### src/rtl/core/cmc_pkg.sv
`default_nettype none
// ----------------------------------------------------------------------------
// cmc_pkg
// Shared constants and types of the circle mosaic censor.
// ----------------------------------------------------------------------------
package cmc_pkg;

  localparam int unsigned MaxWidthDef  = 64;
  localparam int unsigned MaxHeightDef = 64;
  localparam int unsigned MaxBlockDef  = 16;

  localparam int unsigned CfgIdxW  = 3;
  localparam int unsigned CfgDataW = 7;
  localparam int unsigned PixW     = 33;

  localparam logic [CfgIdxW-1:0] RegCenterX     = 3'd0;
  localparam logic [CfgIdxW-1:0] RegCenterY     = 3'd1;
  localparam logic [CfgIdxW-1:0] RegRadius      = 3'd2;
  localparam logic [CfgIdxW-1:0] RegBlockWidth  = 3'd3;
  localparam logic [CfgIdxW-1:0] RegImageWidth  = 3'd4;
  localparam logic [CfgIdxW-1:0] RegImageHeight = 3'd5;

  localparam logic FuncWrite = 1'b0;
  localparam logic FuncQuery = 1'b1;

  typedef struct packed {
    logic       func;
    logic [5:0] pixel_x;
    logic [5:0] pixel_y;
    logic [8:0] in_hue;
    logic [7:0] in_sat;
    logic [7:0] in_lum;
    logic [7:0] in_alpha;
  } in_word_t;

  typedef struct packed {
    logic [8:0] out_hue;
    logic [7:0] out_sat;
    logic [7:0] out_lum;
    logic [7:0] out_alpha;
    logic       censored;
    logic       bad_coordinate;
  } out_word_t;

  typedef struct packed {
    logic [CfgIdxW-1:0]  index;
    logic [CfgDataW-1:0] data;
  } cfg_word_t;

endpackage
`default_nettype wire

### src/rtl/core/cmc_divider.sv
`default_nettype none
// ----------------------------------------------------------------------------
// cmc_divider
// Restoring divider, one quotient bit per cycle.
// ----------------------------------------------------------------------------
module cmc_divider import cmc_pkg::*; #(
  parameter int unsigned NumW = 17,
  parameter int unsigned DenW = 13
) (
  input  wire logic            clk_i,
  input  wire logic            rst_ni,
  input  wire logic            start_i,
  input  wire logic [NumW-1:0] num_i,
  input  wire logic [DenW-1:0] den_i,
  output logic                 done_o,
  output logic      [NumW-1:0] quot_o
);
  localparam int unsigned CntW = $clog2(NumW + 1);

  logic [NumW-1:0] quot_q;
  logic [DenW:0]   rem_q;
  logic [DenW-1:0] den_q;
  logic [CntW-1:0] cnt_q;
  logic            busy_q;
  logic [DenW:0]   trial;

  assign trial = {rem_q[DenW-1:0], quot_q[NumW-1]};

  always_ff @(posedge clk_i or negedge rst_ni) begin
    if (!rst_ni) begin
      busy_q <= 1'b0;
      done_o <= 1'b0;
      cnt_q  <= '0;
    end else begin
      done_o <= 1'b0;
      if (start_i) begin
        busy_q <= 1'b1;
        quot_q <= num_i;
        rem_q  <= '0;
        den_q  <= den_i;
        cnt_q  <= CntW'(NumW);
      end else if (busy_q) begin
        if (trial >= {1'b0, den_q}) begin
          rem_q <= trial - {1'b0, den_q};
          quot_q <= {quot_q[NumW-2:0], 1'b1};
        end else begin
          rem_q <= trial;
          quot_q <= {quot_q[NumW-2:0], 1'b0};
        end
        cnt_q <= cnt_q - 1'b1;
        if (cnt_q == CntW'(1)) begin
          busy_q <= 1'b0;
          done_o <= 1'b1;
        end
      end
    end
  end

  assign quot_o = quot_q;
endmodule
`default_nettype wire

### config.mk
export PLATFORM = sky130hd
export DESIGN_NAME = cmc_divider
export DESIGN_NICKNAME = d
export VERILOG_FILES = /design/src/rtl/core/cmc_pkg.sv /design/src/rtl/core/cmc_divider.sv
export SDC_FILE = /design/constraint.sdc
export NUM_CORES = 1
export LEC_CHECK = 0
export BUFFER_PORTS_ARGS = -buffer_cell sky130_fd_sc_hd__buf_2
export CAP_MARGIN = 25
export CELL_PAD_IN_SITES_DETAIL_PLACEMENT = 1
export CELL_PAD_IN_SITES_GLOBAL_PLACEMENT = 2
export CORE_UTILIZATION = 40
export CTS_CLUSTER_SIZE = 28
export DETAILED_ROUTE_END_ITERATION = 10
export HOLD_SLACK_MARGIN = 0.1
export PLACE_DENSITY = 0.89
export SYNTH_ARGS = -nofsm -noshare
export SYNTH_HDL_FRONTEND = slang
export SYNTH_SLANG_ARGS = --single-unit
### constraint.sdc
create_clock -name clk_i -period 6.5 [get_ports clk_i]
set_input_delay 0.325 -clock clk_i [delete_from_list [all_inputs] [get_ports clk_i]]
set_output_delay 0.325 -clock clk_i [all_outputs]
set_load 0.01 [all_outputs]
==> results of run 1 <==
worst max-delay path: stages, from the launching register on:
cell,delay (ps)
edfxtp_1,410
inv_1,90
ha_1,170
inv_1,60
fa_1,390
a21o_1,240
a221oi_4,340
nand2_2,120
a31oi_4,470
mux2_2,390
a211oi_1,230
area by class of cell:
type                    instances  share of cell area (%)
clock inverters                 2                   0.493
inverters                      17                    1.94
repair buffers                 52                    8.12
multi-input cells             161                    38.8
well taps                      96                    3.64
clock buffers                   6                    2.50
flip-flops and latches         50                    44.5
kinds of logic (layout without fill, tap and decap cells):
logic type,after synthesis,count (layout),synth area share [%]
muxes,18,18,7.05
xor gates and xnor gates,14,14,4.26
buffers and inverters,28,77,4.52
adders and majority gates,16,16,7.22
and+or+nand+nor,72,72,12.4
DFF,50,50,51.0
AOI/OAI and AO/OA,41,41,13.6
final timing paths:
path	start	to	cells past startpoint
worst max-delay path	quot_o[16]	rem_q[0]	10
worst min-delay path	den_i[11]	den_q[11]	1
worst max register to register	quot_o[16]	rem_q[0]	10
worst min register to register	cnt_q[4]	cnt_q[4]	2
max in group asynchronous	rst_ni	cnt_q[1]	2
min in group asynchronous	rst_ni	cnt_q[4]	2
sequential cells by signal, indices dropped and copies added, names as in the netlist:
name	count
busy_q	1
rem_q	13
cnt_q	5
quot_o	17
done_o	1
den_q	13
power by group through the flow:
stage / Combinational (uW) / Sequential [uW] / Clock [uW]
global placement: 417 / 480 / 0
global route: 476 / 485 / 222
detailed placement: 430 / 483 / 0
CTS: 430 / 477 / 209
finish: 429 / 476 / 205
floorplan: 345 / 464 / 0
per-stage QoR:
step | cells | utilization [%] | setup WS, ps
detailed placement | 375 | 46.4 | 3470
CTS | 384 | 48.0 | 3420
global route | 384 | 48.0 | 3240
floorplan | 239 | - | 3860
global placement | 375 | 46.4 | 3550
finish | 384 | 48.0 | 3410
metal layers:
layer  share of wire [%]  track usage, %  wire, microns  vias to the layer above
met2                  46            28.5           2990                       27
met3                 2.1            3.43            133                        4
met5                   0               0              0                        -
li1                    -               -              -                      972
met1                  51            26.7           3250                      979
met4                0.93            5.91             60                        0
placed cells by master (no fill, tap or decap), types with 3 or more instances in the layout:
cell type  netlist  routed
dfrtp_1          7       7
a21oi_1          6       6
a311oi_2         5       5
clkbuf_8         1       6
a21o_1           4       4
a311oi_1         3       3
a32oi_1          3       3
nand4_1          3       3
nand2_2          6       6
mux2_2          18      18
xor2_1           6       6
buf_2            0      50
ha_1            15      15
nor2_1          18      18
nor3_1           3       3
nand2b_1         3       3
inv_1           17      17
nand3_1          8       8
xnor2_1          8       8
edfxtp_1        43      43
nand2_1         20      20
nor2b_1          4       4
repair_timing:
action | 4_1_cts | 5_1_grt
hold buffers | 1 | 0
setup endpoints to repair | 0 | 0
hold endpoints to repair | 7 | 0
==> impl_results.md, run 1 <==
- Fin Hold WS: 174 ps
- Top post-synthesis cells by count: edfxtp_1, nand2_1, mux2_2, nor2_1, inv_1
- DRC Markers: 0
- Vias per cell: 5.16
- I/O Pins: 51
- FF+latch count, synth: 50
- Post-route minimum period: 3090 ps
- Clock Skew: 11.1 ps
- Internal cell power: 697 uW
- Cell taking the most area after synthesis: edfxtp_1
- Gr usage total: 18.6%
- Worst min path class: in2reg
- ANT nets after route: 0
- Multi-input gate area: 1280 sq um
- DRT Pass-1 Iters: 4
- Post-synth cell types: 47
- Gpl congestion: 0.887
- Post-CTS setup buffers: 0
- Worst-margin pin slew: 881 ps
- Vias after detailed routing: 1982
- Number of core rows: 30
- Slew HR: 41.3%
- DPL Wire Length: 4.76 mm
- Placed Area: 3190 sq um
- Pin count of the biggest net entering global routing: 36
- DR WL/cell: 16.7 microns
- Layout net count: 336
- Grt ovf: 0
- Clk sink count: 50
- Worst Path Arrival: 3230 ps
- Top-count cell post-synth: edfxtp_1
- Die span in x: 86.8 microns
- Crit path launch type: flop
- Clk root buf: clkbuf_8
- Fillers: 774
- Max-cap violation count: 0
- TritonCTS clock tree: done
- Syn. warnings: 0
- Cells after Synth: 239
- Die ar.: 7530 sq um
- Core Region: 6870 sq um
- Initial antenna violation count: 0
- Reg area: 1470 sq um
- Worst VDD drop: 0.000139 V
- Initial DRC count: 99
- Worst Path Class, Setup: reg2reg
- Sequential power share: 42.9%
- Clock Latency Late Sink: 320 ps
- Vias in the first global route: 2039
- Post_cts resized: 0
- Clock power share: 18.5%
- Area fraction of the dominant cell type after synthesis: 44.9%
- Final hold violations: 0
- R2R setup slack: 3410 ps
- Setup Viol. Count Final: 0
- P&R area growth vs syn: 14.6%
- LEAKAGE: 0.00135 uW
- ANT cells: 0
- Asr flop ratio synth: 14.0%
- Layout cells sized above 1: 33.3%
- Most common flop cell mapped by yosys: edfxtp_1
- Power, Total: 1110 uW
- Area contributors post-synth: edfxtp_1, mux2_2, ha_1, dfrtp_1, a311oi_2
- Synth Cell Area: 2880 sq um
- Final Cycle Share: 47.5%
- Critical path peak fanout: 13
- First-pass GRT wire length: 10.5 mm
- H-tree depth: 2
- Inserted Clock Buffers: 5
- TNS Setup: 0 ps
- EDFF count, synth: 43
- Final Slew Violations: 0
- Routed WL: 6.43 mm
- Synthesized area per cell: 12.0 sq um
- Sw Ratio: 37.2%
- Post-synthesis sequential area ratio: 51.0%
- I/O Buffers: 50
- Syn Nets: 288
- RSZ-0062 raised after global routing: no
- P_sw: 413 uW
- Clk pin slew, worst setup/hold paths: 100 ps
- Status: finished, final reports clean
- Post-route cell area: 3300 sq um
- Starting density of the core: 41.9%
- Gate power share: 38.6%
- Max clock buf depth: 2
- Pwr dens: 337 nW/um^2
- Critical Path Sink Type: flop
- Maximum operating frequency: 324 MHz
- Die Y: 86.8 microns
- Worst EP required: 6640 ps
Power figures use the tool's default switching activity.
==> run 2: changes to the inputs <==
--- a/config.mk
+++ b/config.mk
@@ -9,11 +9,11 @@
 export CAP_MARGIN = 25
 export CELL_PAD_IN_SITES_DETAIL_PLACEMENT = 1
 export CELL_PAD_IN_SITES_GLOBAL_PLACEMENT = 2
-export CORE_UTILIZATION = 40
+export CORE_UTILIZATION = 33
 export CTS_CLUSTER_SIZE = 28
 export DETAILED_ROUTE_END_ITERATION = 10
 export HOLD_SLACK_MARGIN = 0.1
-export PLACE_DENSITY = 0.89
+export PLACE_DENSITY = 0.79
 export SYNTH_ARGS = -nofsm -noshare
 export SYNTH_HDL_FRONTEND = slang
 export SYNTH_SLANG_ARGS = --single-unit
==> constraint.sdc (replaced) <==
create_clock -name clk_i -period 2.5 [get_ports clk_i]
set_input_delay 0.125 -clock clk_i [delete_from_list [all_inputs] [get_ports clk_i]]
set_output_delay 0.125 -clock clk_i [all_outputs]
set_load 0.01 [all_outputs]
==> run 2 against run 1 <==
Net effect:
- the run now ends with negative setup slack left
- cell count grew 11%
- clock power grew to 3.0 times the previous value
- global-route usage shrank 2.6 points
- sequential share of layout area shrank 4.6 points
- cell area grew 11%
- first-iteration DRC count grew 6.1%
==> impl_results.md, run 2 (same netlist as run 1, synthesis figures left out) <==
- Status: finished with violations
- Violated checks: negative setup slack
- RSZ-0062 raised after global routing: yes
- Setup ws final: -5.86 ps (-3420 ps)
- Gpl congestion: 0.819 (-7.7%)
- Critical-path top delay cell: edfxtp_1
- Worst EP required: 2550 ps (-4090 ps)
- Clock Latency Late Sink: 310 ps (about the same)
- LEAKAGE: 0.00152 uW (+12%)
- Layout net count: 369 (+9.8%)
- Worst VDD drop: 0.000327 V (+140%)
- Clk root buf: clkbuf_8
- Initial antenna violation count: 0 (unchanged)
- Die Y: 95.4 microns (+9.9%)
- Setup Viol. Count Final: 2 (+2)
- P&R area growth vs syn: 27.8%
- TritonCTS clock tree: done
- Critical Path Sink Type: flop
- ANT cells: 0 (unchanged)
- Crit Reg-Reg Endpoint: rem_q[10]
- Starting density of the core: 34.5% (-7.4 points)
- Worst Path Class, Setup: reg2reg
- Maximum operating frequency: 399 MHz (+23%)
- Final hold violations: 0 (unchanged)
- Layout cells sized above 1: 37.1% (+3.7 points)
- Clk sink count: 50 (unchanged)
- R2R setup slack: -6 ps (-3420 ps)
- Power, Total: 3110 uW (+180%)
- DR WL/cell: 15.8 microns (-5.8%)
- Post-route minimum period: 2510 ps (-583 ps)
- Launching point of the worst reg2reg path: quot_o[16]
- Hold depth: 2 (+1)
- Crit path launch type: flop
- Vias in the first global route: 2086 (+2.3%)
- Inserted Clock Buffers: 5 (unchanged)
- Worst Path Arrival: 2560 ps (-670 ps)
- Crit-path cells: inv_2, ha_4, inv_2, fa_2, a21o_1, buf_6, a221o_2, nor3_1, a2111oi_0, nand3_1, a311oi_1
- Max reg flops: 17 (unchanged)
- Gr usage total: 16.0% (-2.6 points)
- H-tree depth: 2 (unchanged)
- Grt ovf: 0 (unchanged)
- Hold EP: quot_o[13]
- Top cell by count, worst path: inv_2
- Max clock buf depth: 2 (unchanged)
- Core Region: 8340 sq um (+21%)
- Most frequent cells in the layout: buf_2, edfxtp_1, nand2_1
- ANT nets after route: 0 (unchanged)
- Final Cycle Share: 100% (+53 points)
- Critical path peak fanout: 2 (-11)
- I/O Pins: 51 (unchanged)
- Worst min path class: in2reg
- TNS Setup: -9.54 ps (-9.54 ps)
- Die span in x: 95.4 microns (+9.9%)
- Worst-margin pin slew: 741 ps (-139 ps)
- Vias after detailed routing: 2067 (+4.3%)
- I/O Buffers: 50 (unchanged)
- Die ar.: 9090 sq um (+21%)
- Fillers: 930 (+20%)
- Routed WL: 6.72 mm (+4.5%)
- Clk pin slew, worst setup/hold paths: 100 ps (about the same)
- DPL Wire Length: 4.96 mm (+4.3%)
- Max-cap violation count: 0 (unchanged)
- Hold_sp: num_i[13]
- Most common cell after layout, fill and taps aside: buf_2
- DRC Markers: 0 (unchanged)
- Critical path's largest stage delay: 410 ps (-60 ps)
- Number of core rows: 33 (+10%)
- Slew HR: 50.5% (+9.2 points)
- First-pass GRT wire length: 10.7 mm (+1.6%)
- DRT Pass-1 Iters: 4 (unchanged)
- Pwr dens: 847 nW/um^2 (+150%)
- Final Slew Violations: 0 (unchanged)
- Cells on worst reg2reg path: 11 (+1)
- Pin count of the biggest net entering global routing: 25 (-31%)
- Vias per cell: 4.85 (-6.0%)
- Clock Skew: 5.95 ps (-5.13 ps)
- Initial DRC count: 105 (+6.1%)
==> run 2: final cells by class <==
cell class | instances | area [sq um] | area share [%]
flip-flops and latches | 50 | 1470 | 39.9
clock inverters | 3 | 48.8 | 1.33
inverters | 17 | 63.8 | 1.74
repair buffers | 85 | 568 | 15.5
clock buffers | 5 | 68.8 | 1.87
well taps | 105 | 131 | 3.57
multi-input cells | 161 | 1330 | 36.1
==> run 2: what timing repair did <==
item,in CTS,in global routing
pin swaps,5,12
endpoints found under the setup margin,8,11
hold buffers,18,1
endpoints found under the hold margin,24,1
gates resized for setup,3,4
buffers inserted,1,1
==> run 2: worst max-delay path: cells and delay by family (launching register included) <==
kind | cells | cell delay [ps]
AOI/OAI and AO/OA | 4 | 790
adders and majority gates | 2 | 500
DFF | 1 | 410
and+or+nand+nor | 2 | 310
buffers and inverters | 3 | 260
==> run 2: through the flow <==
step / cell area [sq um] / util [%] / hold slack [ps] / setup slack (ps) / cells
after floorplan: 2900 / - / -171 / -58.3 / 239
after global placement: 3320 / 39.8 / 302 / 26.2 / 397
after detailed placement: 3320 / 39.8 / 289 / -50.1 / 397
after CTS: 3640 / 43.6 / 101 / -11.7 / 424
after global routing: 3680 / 44.1 / 102 / -115 / 426
final: 3680 / 44.1 / 107 / -5.86 / 426
==> run 2: metal layers <==
| metal | vias to the layer above | GRT usage [%] | routed length (microns) |
|---|---|---|---|
| met3 | 7 | 2.63 | 127 |
| met2 | 23 | 25.8 | 3390 |
| met5 | - | 0 | 0 |
| met4 | 0 | 5.30 | 85 |
| met1 | 997 | 21.8 | 3120 |
| li1 | 1040 | - | - |
==> run 2: worst max path at each step <==
stage	startpoint	end	slack [ps]	cells after the start
final	quot_o[16]	rem_q[10]	-6	11
after global routing	quot_o[16]	rem_q[12]	-120	11
after CTS	quot_o[16]	rem_q[12]	-10	11
after detailed placement	quot_o[16]	rem_q[0]	-50	10
after global placement	quot_o[16]	rem_q[0]	30	10
after floorplan	quot_o[16]	quot_o[0]	-60	10
==> run 2: report_power, final <==
part	switching, uW	internal [uW]
clock network	307	305
logic	682	607
registers	118	1090
total	1110	2010
==> run 3: changes to the inputs <==
--- a/config.mk
+++ b/config.mk
@@ -9,6 +9,7 @@
 export CAP_MARGIN = 25
 export CELL_PAD_IN_SITES_DETAIL_PLACEMENT = 1
 export CELL_PAD_IN_SITES_GLOBAL_PLACEMENT = 2
+export CORE_MARGIN = 1.5
 export CORE_UTILIZATION = 33
 export CTS_CLUSTER_SIZE = 28
 export DETAILED_ROUTE_END_ITERATION = 10
==> run 3 against run 2 <==
Net effect:
- clock skew grew 3.8 ps
- combinational power is 4% higher
- the flow still finishes with violations (negative setup slack)
- die area rose by 2.1%
- worst hold slack worse by 4.2 ps
- worst setup slack worse by 12 ps
- non-clock buffer count unchanged
- highest routed layer unchanged
==> impl_results.md, run 3 (same netlist as run 1, synthesis figures left out) <==
- RSZ-0062 raised after global routing: yes
- Number of core rows: 33 (unchanged)
- Violated checks: negative setup slack
- Critical-path top delay cell: edfxtp_1
- P&R area growth vs syn: 27.8% (about the same)
- Worst Path Arrival: 2570 ps (about the same)
- I/O Pins: 51 (unchanged)
- LEAKAGE: 0.00153 uW (+0.66%)
- Status: finished with violations
- Final Cycle Share: 101% (+0.48 points)
- Clk pin slew, worst setup/hold paths: 110 ps (about the same)
- Final Slew Violations: 0 (unchanged)
- Clk root buf: clkbuf_8
- Pwr dens: 858 nW/um^2 (+1.3%)
- Worst-margin pin slew: 716 ps (-25.0 ps)
- Worst Path Class, Setup: reg2reg
- Setup Viol. Count Final: 3 (+1)
- Critical Path Sink Type: flop
- Delay-heaviest family, CP: compound AO/OA/AOI/OAI gates
- Post-route minimum period: 2520 ps (+12.1 ps)
- Initial antenna violation count: 0 (unchanged)
- Setup ws final: -17.9 ps (-12.1 ps)
- Vias after detailed routing: 2132 (+3.1%)
- I/O Buffers: 50 (unchanged)
- Top cell by count, worst path: inv_2
- Pin count of the biggest net entering global routing: 25 (unchanged)
- CP Buf/Inv Count: 3 (unchanged)
- Most common cell after layout, fill and taps aside: buf_2
- Post-route cell area: 3670 sq um (about the same)
- Slew HR: 52.2% (+1.7 points)
- Max reg flops: 17 (unchanged)
- Die span in x: 96.4 microns (+1.0%)
- Layout net count: 369 (unchanged)
- Starting density of the core: 34.5% (unchanged)
- Gr usage total: 15.8% (-0.22 points)
- Gpl congestion: 0.813 (-0.72%)
- Power, Total: 3150 uW (+1.2%)
- Clock Latency Late Sink: 310 ps (about the same)
- Crit-path cells: inv_2, ha_4, inv_2, fa_2, a21o_1, buf_6, a221o_2, nor3_2, a2111oi_2, nand3_1, a311oi_1
- Routed WL: 6.94 mm (+3.2%)
- Fin Hold WS: 102 ps (-4.24 ps)
- Die Y: 96.4 microns (+1.0%)
- ANT cells: 0 (unchanged)
- Vias in the first global route: 2130 (+2.1%)
- First-pass GRT wire length: 10.9 mm (+1.7%)
- Vias per cell: 5.00 (+3.1%)
- DRC Markers: 0 (unchanged)
- Initial DRC count: 55 (-48%)
- Placed Area: 3320 sq um (unchanged)
- H-tree depth: 2 (unchanged)
- Clk sink count: 50 (unchanged)
- Clock Skew: 9.78 ps (+3.83 ps)
- Die ar.: 9290 sq um (+2.1%)
- Inserted Clock Buffers: 5 (unchanged)
- Most frequent cells in the layout: buf_2, edfxtp_1, nand2_1
- Critical path peak fanout: 2 (unchanged)
- Critical path's largest stage delay: 410 ps (about the same)
- Maximum operating frequency: 397 MHz (-0.48%)
- Max clock buf depth: 2 (unchanged)
- Layout cells sized above 1: 38.3% (+1.2 points)
- Grt ovf: 0 (unchanged)
- DRT Pass-1 Iters: 4 (unchanged)
- TritonCTS clock tree: done
- Fillers: 920 (-1.1%)
- Core Region: 8340 sq um (unchanged)
- Worst EP required: 2550 ps (about the same)
- Final hold violations: 0 (unchanged)
- Worst min path class: in2reg
- Max-cap violation count: 0 (unchanged)
- Finished Core Util: 44.1% (about the same)
- DR WL/cell: 16.3 microns (+3.2%)
- Worst VDD drop: 0.000342 V (+4.4%)
- Crit path launch type: flop
- ANT nets after route: 0 (unchanged)
- DPL Wire Length: 5.06 mm (+2.0%)
## run 3: path summary, 6_finish.rpt
path,start,endpoint,slack (ps),cells after the start
max in group asynchronous,rst_ni,cnt_q[0],1860,3
worst max-delay path,quot_o[16],rem_q[10],-20,11
worst min register to register,cnt_q[4],cnt_q[4],530,2
worst max register to register,quot_o[16],rem_q[10],-20,11
worst min-delay path,num_i[6],quot_o[6],100,2
min in group asynchronous,rst_ni,cnt_q[2],460,3
## run 3: cell type report
cell class | instances | area (sq um) | area share [%]
sequential | 50 | 1470 | 39.9
clock inverter | 3 | 42.5 | 1.16
tap | 105 | 131 | 3.58
multi-input combinational | 161 | 1340 | 36.5
inverter | 17 | 63.8 | 1.74
clock buffer | 5 | 68.8 | 1.87
timing repair buffer | 85 | 561 | 15.3
## run 3: repair_timing
item,in CTS,in global routing
endpoints found under the setup margin,9,11
pin swaps,11,6
hold buffers,14,2
gates resized for setup,7,4
buffers inserted,4,1
endpoints found under the hold margin,20,2
cloned,0,0
## run 3: per-stage QoR
stage               setup WS [ps]  setup TNS [ps]  instances
floorplan                   -58.3            -110        239
global placement             30.0               0        397
detailed placement          -62.4            -258        397
CTS                         -36.9           -98.7        423
global route                 -105            -543        426
finish                      -17.9           -40.6        426
## run 3: routing by layer
layer / vias to the layer above / GRT usage [%] / part of all wire (%)
met5: - / 0 / 0
met4: 0 / 4.35 / 0.84
met3: 5 / 3.08 / 2.5
met2: 31 / 26.5 / 52
met1: 1061 / 20.7 / 45
li1: 1035 / - / -
## run 3: power breakdown
part,internal (uW),switching (uW)
Combinational,626,712
Sequential,1090,121
Clock,299,299
